### src/hdl/ppf_pkg.sv
// ----------------------------------------------------------------------------
// ppf_pkg
// Shared constants, state encoding and controller/datapath link types for the
// partition pivot finder.
// ----------------------------------------------------------------------------
package ppf_pkg;

  localparam int DATA_W     = 32;
  localparam int MAX_ITEMS  = 1024;
  localparam int ADDR_W     = $clog2(MAX_ITEMS);
  localparam int CNT_W      = ADDR_W + 1;
  localparam int LIST_LIMIT = 63;
  localparam int LIST_W     = $clog2(LIST_LIMIT + 1);

  localparam logic KIND_COUNT = 1'b0;
  localparam logic KIND_VALUE = 1'b1;

  typedef enum logic [2:0] {
    ST_LOAD,
    ST_BACK,
    ST_BACK_DRAIN,
    ST_FWD,
    ST_FWD_DRAIN,
    ST_SEND_CNT,
    ST_LIST_RD,
    ST_LIST_PUT
  } ppf_state_t;

  typedef struct packed {
    logic load;
    logic back_issue;
    logic fwd_init;
    logic fwd_issue;
    logic out_count;
    logic list_issue;
    logic out_list;
    logic finish;
  } ppf_cmd_t;

  typedef struct packed {
    logic idx_zero;
    logic idx_at_end;
    logic out_free;
    logic shown_zero;
    logic list_last;
  } ppf_sts_t;

endpackage

### src/hdl/ppf_ctrl.sv
// ----------------------------------------------------------------------------
// ppf_ctrl
// Sequencer for load, backward suffix-min pass, forward pivot pass and
// result emission.
// ----------------------------------------------------------------------------
module ppf_ctrl
  import ppf_pkg::*;
(
  input  logic     clk,
  input  logic     rst,
  input  logic     elem_valid,
  input  logic     elem_final,
  output logic     elem_ready,
  input  ppf_sts_t sts,
  output ppf_cmd_t cmd
);

  ppf_state_t state, state_next;

  always_ff @(posedge clk) begin
    if (rst) begin
      state <= ST_LOAD;
    end else begin
      state <= state_next;
    end
  end

  always_comb begin
    state_next = state;
    unique case (state)
      ST_LOAD: begin
        if (elem_valid && elem_final) state_next = ST_BACK;
      end
      ST_BACK: begin
        if (sts.idx_zero) state_next = ST_BACK_DRAIN;
      end
      ST_BACK_DRAIN: state_next = ST_FWD;
      ST_FWD: begin
        if (sts.idx_at_end) state_next = ST_FWD_DRAIN;
      end
      ST_FWD_DRAIN: state_next = ST_SEND_CNT;
      ST_SEND_CNT: begin
        if (sts.out_free) state_next = sts.shown_zero ? ST_LOAD : ST_LIST_RD;
      end
      ST_LIST_RD: state_next = ST_LIST_PUT;
      ST_LIST_PUT: begin
        if (sts.out_free) state_next = sts.list_last ? ST_LOAD : ST_LIST_RD;
      end
      default: state_next = ST_LOAD;
    endcase
  end

  always_comb begin
    cmd        = '0;
    elem_ready = 1'b0;
    unique case (state)
      ST_LOAD: begin
        elem_ready = 1'b1;
        cmd.load   = elem_valid;
      end
      ST_BACK:       cmd.back_issue = 1'b1;
      ST_BACK_DRAIN: cmd.fwd_init = 1'b1;
      ST_FWD:        cmd.fwd_issue = 1'b1;
      ST_FWD_DRAIN:  cmd = '0;
      ST_SEND_CNT: begin
        cmd.out_count = sts.out_free;
        cmd.finish    = sts.out_free && sts.shown_zero;
      end
      ST_LIST_RD:    cmd.list_issue = 1'b1;
      ST_LIST_PUT: begin
        cmd.out_list = sts.out_free;
        cmd.finish   = sts.out_free && sts.list_last;
      end
      default: cmd = '0;
    endcase
  end

endmodule

### config.mk
export PLATFORM = sky130hd
export DESIGN_NAME = ppf_ctrl
export DESIGN_NICKNAME = d
export VERILOG_FILES = /design/src/hdl/ppf_pkg.sv /design/src/hdl/ppf_ctrl.sv
export SDC_FILE = /design/constraint.sdc
export NUM_CORES = 1
export LEC_CHECK = 0
export BUFFER_PORTS_ARGS = -buffer_cell sky130_fd_sc_hd__buf_2
export CAP_MARGIN = 5
export CORE_AREA = 3 3 40 42
export CTS_BUF_LIST = sky130_fd_sc_hd__clkbuf_2
export CTS_CLUSTER_SIZE = 10
export DETAILED_ROUTE_END_ITERATION = 8
export DIE_AREA = 0 0 43 45
export SYNTH_ARGS = -nofsm -noshare
export SYNTH_HDL_FRONTEND = slang
export SYNTH_SLANG_ARGS = --single-unit
### constraint.sdc
create_clock -name clk -period 1.2 [get_ports clk]
set_input_delay 0.3 -clock clk [delete_from_list [all_inputs] [get_ports clk]]
set_output_delay 0.3 -clock clk [all_outputs]
set_load 0.02 [all_outputs]
==> results.md, run 1 <==
- Die Area: 1940 um^2
- Max-slew violations: 0
- Total chip power: 0.715 mW
- Number of synthesized flops with an enable pin: 0
- DR WL/cell: 12.5 um
- Post-synthesis sequential element count: 3
- Rows: 13
- Slowest stage cell, crit path: dfxtp_4
- CP required: 0.90 ns
- Worst Path Buf+Inv: 2
- Final Wtd Congestion: 0.862
- Critical Path AT: 1.09 ns
- Max-cap violation count: 0
- Reg clk slew, reported paths: 0.05 ns
- Core Area: 1280 um^2
- # port buffers: 17
- Worst path most repeated cell: buf_6
- Synth cell types: 28
- Vias/cell: 4.75
- Synth warnings: 0
- Final WS setup: -0.187 ns
- Total GRT Usage: 11.9%
- PD cells: 1120 nW/um^2
- Vias in the first global route: 374
- Root Driver: clkbuf_2
- Final WL: 1070 um
- Layout Nets: 80
- Die width: 43 um
- Seq/Total Area, Yosys: 18.8%
- Setup CP Type: reg2out
- Post-synthesis net count: 48
- Avg Cell Area, Syn: 8.18 um^2
- Initial Util: 24.8%
- RSZ-0062 raised after global routing: true
- Peak VDD IR: 0.494 mV
- Post-synth ARST share: 0%
- Min Tclk post-route: 1.39 ns
- Registers with the most flip-flops: state: 3 flops
- Area growth syn-to-layout: 100%
- Final hold vios: 0
- LEAKAGE: 0.284 nW
- Drt drc: 0
- CTS Sinks: 3
- Startpoint types: register
- CTS tree: yes
- Violated checks: setup timing
- Max frequency: 721 MHz
- Post-Syn Instances: 39
- Synth top area share: 18.8%
- Max reg flops: 3
- Top cells by count, synth: dfxtp_1 (3), nand2_1 (3), nor2_1 (3), nor3b_1 (3)
- Max stage delay on crit path: 0.36 ns
- DRT Pass-1 Iters: 4
- Post-Syn Area: 319 um^2
- Top reg by flops: state
- Layout cells sized above 1: 75.7%
- Clk Latency, worst-skew pair: 0.21 ns
- Overflow after GRT: 0
- Max Root-Sink Buffers: 2
- Max FO, Critical Path: 6
- Skew final: 0.000525 ns
- Slew headroom: 83.1%
- Total number of vias: 404
- Hpwl dp: 727 um
- Hold crit path type: in2reg
- Worst-Margin Slew: 0.252 ns
- Final setup fails: 12
- CTS Buf Count: 3
- CP endpoint kind: output pin
- Pre-CTS setup slack: -0.151 ns
- Initial antenna violation count: 0
- Final Cycle Share: 116%
- First-pass GRT wire length: 1690 um
- CP delay by family, top: flip-flops
- Synth area leaders: dfxtp_1 (19%), nor3b_1 (7.1%), a221oi_2 (4.7%), buf_4 (4.7%), a211oi_2 (3.9%)
- Ant. Diodes: 0
- Crit path cell chain: buf_6 > nor3_4 > and2_4 > buf_6
- Top FF cell, synth: dfxtp_1
- Io pins: 18
- CTS H-tree lvls: 1
- Initial DRC Count: 7
- Maximum number of pins on one net before global-route repair: 9
- Final hold slack: 0.277 ns
- Die height: 45 um
- Antenna-violating nets left: 0
- Status: complete, but fails checks
- Cell taking the most area after synthesis: dfxtp_1
-- cell families after synthesis --
group,after synthesis,share of synthesized area [%]
flops,3,18.8
compound gates,11,30.2
simple gates,19,37.3
buf+inv,5,10.6
mux,1,3.14
-- final timing paths --
kind | start | to | slack, ns | depth (start not counted)
max | state[0] | cmd[7] | -0.19 | 4
min | rst | state[0] | 0.28 | 2
max reg2reg | state[2] | state[0] | -0.11 | 5
min reg2reg | state[0] | state[2] | 0.73 | 2
-- stage by stage --
step	util, %	cells	cell area [um^2]	TNS (ns)
after floorplan	-	39	354	-0.491
after global placement	37.7	75	484	-1.10
after detailed placement	37.7	75	484	-1.11
after CTS	49.5	85	636	-1.47
after global routing	49.8	85	639	-1.96
final	49.8	85	639	-1.43
-- area by class of cell --
class / count / area (um^2)
Inverter: 2 / 10.0
Multi-Input combinational cell: 31 / 283
Fill cell: 122 / 646
Clock buffer: 4 / 20.0
Timing Repair Buffer: 30 / 236
Sequential cell: 3 / 71.3
Tap cell: 15 / 18.8
-- what timing repair did --
| item | CTS | global route |
|---|---|---|
| pin swaps | 7 | 3 |
| setup buffers | 6 | 0 |
| hold buffers | 0 | 0 |
| gates resized for setup | 28 | 2 |
| setup endpoints to repair | 12 | 12 |
-- where the power goes --
group,internal [mW],total [mW],switching (mW)
Clock,0.0880,0.148,0.0598
Sequential,0.116,0.152,0.0356
Combinational,0.238,0.415,0.178
Total,0.441,0.715,0.273
-- layer usage --
| metal | global-route usage, % | part of all wire (%) |
|---|---|---|
| met1 | 13.7 | 41 |
| met2 | 20.7 | 54 |
| met3 | 3.19 | 5.1 |
| met4 | 5.42 | 0.75 |
| met5 | 0 | 0 |
-- placed cells by master, fill, tap and decap left out --
| cell | count |
|---|---|
| a221oi_2 | 1 |
| inv_4 | 1 |
| and2_4 | 1 |
| a211oi_4 | 1 |
| nor3b_2 | 3 |
| buf_6 | 9 |
| buf_2 | 9 |
| a221o_1 | 1 |
| inv_1 | 1 |
| a21boi_0 | 1 |
| nor2b_1 | 2 |
| clkbuf_2 | 4 |
| a211oi_2 | 1 |
| dfxtp_4 | 3 |
| and2_1 | 1 |
| o21ai_0 | 1 |
| nand2_1 | 3 |
| a21oi_1 | 1 |
| nor2_2 | 2 |
| mux2i_2 | 1 |
| and4bb_2 | 1 |
| nand3_2 | 1 |
| nor2_4 | 1 |
| nor3_1 | 1 |
| nand3b_1 | 1 |
| a32o_1 | 1 |
| a21oi_2 | 1 |
| a31o_1 | 1 |
| o22ai_1 | 1 |
| and3b_1 | 1 |
| buf_4 | 12 |
| nor3_4 | 1 |
No activity file was read; power rests on OpenSTA's default activity.
==> run 2, diff against run 1 <==
Settings changed: ABC_AREA set to 1.
==> run 2 against run 1 <==
Effect of this change:
- the flow still finishes with violations (setup timing)
- combinational power shrank 11%
- flip-flop and latch count is the same
- fmax grew 0.68%
- wire length shrank 10%
- register-to-register slack gained 0.10 ns
- final cell count grew 26%
==> results.md, run 2 <==
- Top FF cell, synth: dfxtp_1
- Reg clk slew, reported paths: 0.04 ns
- Commonest non-fill, non-tap cells in the layout: buf_4 (16), nand2_1 (13), inv_1 (9)
- Total GRT Usage: 11.0%
- Seq/Total Area, Yosys: 19.3%
- Worst-Margin Slew: 0.227 ns
- Post-Syn Instances: 58
- Synth top area share: 19.3%
- Reg-to-reg slack, setup: -0.01 ns
- Final WL: 955 um
- Worst Hold End: state[2]
- Max-cap violation count: 0
- Max FO, Critical Path: 5
- R2R Path Start: state[0]
- Ant. Diodes: 0
- Layout Nets: 102
- Total number of vias: 454
- Die height: 45 um
- Most frequent cell after synthesis: nand2_1
- CTS Sinks: 3
- Registers with the most flip-flops: state: 3 flops
- Synth area leaders: dfxtp_1 (19%), nand2_1 (18%), nand3_1 (14%), inv_1 (14%), nor2_1 (8.4%)
- Io pins: 18
- Layout cells sized above 1: 60.9%
- Number of synthesized flops with an enable pin: 0
- Vias/cell: 4.24
- Status: complete, but fails checks
- Final hold vios: 0
- Initial antenna violation count: 0
- CP required: 0.90 ns
- FF-to-FF End: state[2]
- Final Cycle Share: 115%
- Critical Path AT: 1.08 ns
- Maximum number of pins on one net before global-route repair: 8
- Violated checks: setup timing
- Peak VDD IR: 0.522 mV
- Root Driver: clkbuf_2
- Fin cells: 107
- Max-slew violations: 0
- Clock power share: 21.9%
- Die width: 43 um
- DR WL/cell: 8.93 um
- Area growth syn-to-layout: 112%
- Final core utilization: 51.3%
- CTS tree: yes
- Core Area: 1280 um^2
- First-pass GRT wire length: 1610 um
- Combinational Power Share: 57.9%
- Setup CP Type: reg2out
- Final hold slack: 0.283 ns
- Pre-CTS setup slack: -0.0900 ns
- Worst reg2reg path depth: 9
- Post-Syn Area: 312 um^2
- Final setup fails: 10
- Max Root-Sink Buffers: 2
- Sw Share: 39.4%
- Max frequency: 726 MHz
- Die Area: 1940 um^2
- Final WS setup: -0.177 ns
- Post-synth ARST share: 0%
- Initial Util: 24.2%
- Most common cell after layout, fill and taps aside: buf_4
- Drt drc: 0
- Final Wtd Congestion: 0.747
- Synth warnings: 0
- Psw: 0.252 mW
- Top reg by flops: state
- Skew final: 0.000681 ns
- Seq pwr share: 20.2%
- Hold crit path type: in2reg
- Hold path depth: 2
- Post-synthesis net count: 67
- Initial DRC Count: 5
- Int Power: 0.387 mW
- CP endpoint kind: output pin
- Startpoint types: register
- Hold path start: rst
- Placed Instances: 96
- Top cells by count, synth: nand2_1 (15), inv_1 (12), nand3_1 (9), nor2_1 (7)
- RSZ-0062 raised after global routing: true
- LEAKAGE: 0.361 nW
- PD cells: 969 nW/um^2
- Slew headroom: 84.9%
- Cell taking the most area after synthesis: dfxtp_1
- Hpwl dp: 702 um
- Antenna-violating nets left: 0
- Avg Cell Area, Syn: 5.37 um^2
- CTS H-tree lvls: 1
- Total chip power: 0.639 mW
- Overflow after GRT: 0
- CTS Buf Count: 3
- Max reg flops: 3
- # port buffers: 17
- Synth cell types: 13
- Post-synthesis sequential element count: 3
- Min Tclk post-route: 1.38 ns
- Rows: 13
- Clk Latency, worst-skew pair: 0.20 ns
- Vias in the first global route: 425
- DRT Pass-1 Iters: 4
- Cts hold-fix bufs: 0
run 2: how the worst max path moves through the flow:
| stage | start | endpoint | slack, ns | depth (start not counted) |
|---|---|---|---|---|
| CTS | state[0] | cmd[0] | -0.21 | 3 |
| floorplan | state[2] | cmd[0] | -0.06 | 2 |
| finish | state[1] | cmd[7] | -0.18 | 5 |
| detailed placement | state[0] | cmd[0] | -0.09 | 3 |
| global placement | sts[1] | cmd[0] | -0.07 | 4 |
| global route | state[1] | cmd[7] | -0.26 | 5 |
run 2: cell type report:
cell class              count  area [um^2]
fillers                   144          626
repair buffers             32          250
multi-input cells          40          245
flip-flops and latches      3         66.3
inverters                  13         58.8
clock buffers               4         20.0
well taps                  15         18.8
run 2: repair_timing:
item | CTS | global route
pin swaps | 4 | 3
resized for setup | 30 | 6
endpoints found under the setup margin | 12 | 12
setup buffers | 6 | 1
run 2: logic make-up (layout without fill, tap and decap cells):
logic type / after synthesis / after routing / share of synthesized area (%)
compound gates: 4 / 4 / 8.44
buf+inv: 15 / 49 / 20.5
simple gates: 36 / 36 / 51.8
flops: 3 / 3 / 19.3
run 2: worst max-delay path, stage by stage, from the launching register on:
cell,delay [ns]
dfxtp_2,0.33
buf_4,0.16
nor2_4,0.11
nand2_2,0.06
nor2_2,0.09
buf_6,0.12
run 2: power groups by stage:
stage,clock network (mW),registers (mW),logic (mW)
after floorplan,0,0.116,0.185
after global placement,0,0.125,0.259
after detailed placement,0,0.126,0.260
after CTS,0.148,0.128,0.351
after global routing,0.161,0.132,0.408
final,0.140,0.129,0.370
run 2: metal layers:
layer	wire (um)	GRT usage (%)
met1	382	11.3
met2	509	20.7
met3	64	2.79
met5	0	0
met4	0	5.42
run 2: through the flow:
step,setup TNS (ns),area (um^2)
after floorplan,-0.188,338
after global placement,-0.208,487
after detailed placement,-0.324,487
after CTS,-1.36,629
after global routing,-2.11,659
final,-1.08,659
==> run 3, diff against run 2 <==
Settings changed: CTS_CLUSTER_DIAMETER set to 80, PLACE_DENSITY set to 0.48.
Clock period 1.2 ns to 1.5 ns, I/O delays scaled along.
==> run 3 against run 2 <==
Effect of this change:
- the flow still finishes with violations (setup timing)
- final cell count down 9.3%
- clock power down 17%
- register-to-register slack better by 0.26 ns
- wire length up 1.8%
- die area unchanged
- design area down 18%
- worst setup slack better by 0.15 ns
- sequential power down 16%
- global-route usage up 0.43 points
- critical path depth down 2
- first-iteration DRC count down 40%
- highest routed layer is now met4
==> results.md, run 3 (synthesis results as in run 2) <==
- Total GRT Usage: 11.4%
- FF-to-FF End: state[2]
- Max FO, Critical Path: 5
- CTS Buf Count: 3
- CP endpoint: cmd[0]
- Reg clk slew, reported paths: 0.05 ns
- First-pass GRT wire length: 1570 um
- RSZ-0062 raised after global routing: true
- Ant. Diodes: 0
- Reg-to-reg slack, setup: 0.25 ns
- Initial antenna violation count: 0
- Die width: 43 um
- Initial Util: 24.2%
- Final Wtd Congestion: 0.778
- Final Cycle Share: 102%
- Die height: 45 um
- Antenna-violating nets left: 0
- Drt drc: 0
- Min Tclk post-route: 1.53 ns
- Critical Path Source: state[1]
- Final WL: 972 um
- Area growth syn-to-layout: 73.9%
- Violated checks: setup timing
- CP required: 1.12 ns
- Setup CP Type: reg2out
- Final WS setup: -0.0272 ns
- Layout Nets: 92
- Max Root-Sink Buffers: 2
- Layout cells sized above 1: 51.2%
- Max frequency: 655 MHz
- Total negative slack: -0.0272 ns
- Hpwl dp: 684 um
- Worst reg2reg path depth: 9
- Root Driver: clkbuf_2
- DRT Pass-1 Iters: 3
- CTS H-tree lvls: 1
- Total number of vias: 405
- Clk Latency, worst-skew pair: 0.21 ns
- Worst-Margin Slew: 0.268 ns
- Max-cap violation count: 0
- Max reg flops: 3
- Most common cell after layout, fill and taps aside: nand2_1
- Io pins: 18
- Skew final: 0.00599 ns
- Overflow after GRT: 0
- PD cells: 826 nW/um^2
- Final setup fails: 1
- Rows: 13
- Initial DRC Count: 3
- CTS Sinks: 3
- Vias/cell: 4.18
- Vias in the first global route: 378
- Die Area: 1940 um^2
- Commonest non-fill, non-tap cells in the layout: nand2_1 (13), buf_2 (12), inv_1 (10), nand3_1 (7), buf_4 (7)
- Startpoint types: register
- Status: complete, but fails checks
- R2R Path Start: state[0]
- Max-slew violations: 0
- Register area: 71.3 um^2
- Registers with the most flip-flops: state: 3 flops
- DR WL/cell: 10.0 um
- Critical Path AT: 1.15 ns
- FILL cells: 147
- Area occupied by multi-input gates: 229 um^2
- CP endpoint kind: output pin
- Maximum number of pins on one net before global-route repair: 8
- # port buffers: 17
- LEAKAGE: 0.304 nW
- Final hold vios: 0
- Hold crit path type: in2reg
- Top reg by flops: state
- Peak VDD IR: 0.295 mV
- CTS tree: yes
- Final core utilization: 42.2%
- Core Area: 1280 um^2
- Slew headroom: 82.1%
- Cts hold-fix bufs: 0
run 3: changes by cell type in the layout (fill, tap and decap cells not counted), sizes merged:
cell,previous run,this run
buf,32,22
run 3: worst min-delay path by stage:
| stage | start | to | slack [ns] | depth (start not counted) |
|---|---|---|---|---|
| 6_report | rst | state[0] | 0.34 | 2 |
| 4_1_cts | rst | state[1] | 0.33 | 2 |
| 5_1_grt | rst | state[0] | 0.35 | 2 |
| 3_5_place_dp | rst | state[1] | 0.57 | 2 |
| 2_1_floorplan | rst | state[1] | 0.44 | 1 |
| 3_3_place_gp | rst | state[1] | 0.57 | 2 |
run 3: power by group:
part	internal (mW)	switching, mW	total (mW)
Combinational	0.0978	0.125	0.223
Clock	0.0704	0.0458	0.116
Sequential	0.0905	0.0174	0.108
run 3: per-layer routing:
layer | share of wire [%] | vias to the layer above | GRT usage (%)
met4 | 1.6 | 0 | 12.7
met5 | 0 | - | 0
met1 | 40 | 163 | 12.0
li1 | - | 229 | -
met2 | 53 | 11 | 18.9
met3 | 4.8 | 2 | 1.20
run 3: final cells by class:
type                       count  area share (%)
clock buffer                   4            3.70
inverter                      13            10.4
tap                           15            3.46
sequential                     3            13.2
timing repair buffer          22            27.0
multi-input combinational     40            42.3
run 3: timing repair:
action                     CTS  global route
buffers inserted             2             0
gates cloned                 0             0
setup endpoints to repair    6             6
gates resized for setup     15            11
pin swaps                    2             3
run 3: worst max-delay path, stage by stage, from the launching register on:
cell and delay, ns:
dfxtp_4 0.39, inv_4 0.05, a2111oi_4 0.30, buf_4 0.20
run 3: metrics by stage:
| step | hold WS [ns] | setup WS [ns] | power [mW] | std cells | cell area (um^2) |
|---|---|---|---|---|---|
| final | 0.341 | -0.0272 | 0.447 | 97 | 542 |
| after floorplan | 0.444 | 0.0600 | 0.235 | 58 | 318 |
| after global routing | 0.346 | -0.0502 | 0.483 | 97 | 542 |
| after detailed placement | 0.571 | 0.0732 | 0.284 | 91 | 429 |
| after global placement | 0.575 | 0.0885 | 0.286 | 91 | 429 |
| after CTS | 0.329 | -0.0154 | 0.431 | 97 | 499 |
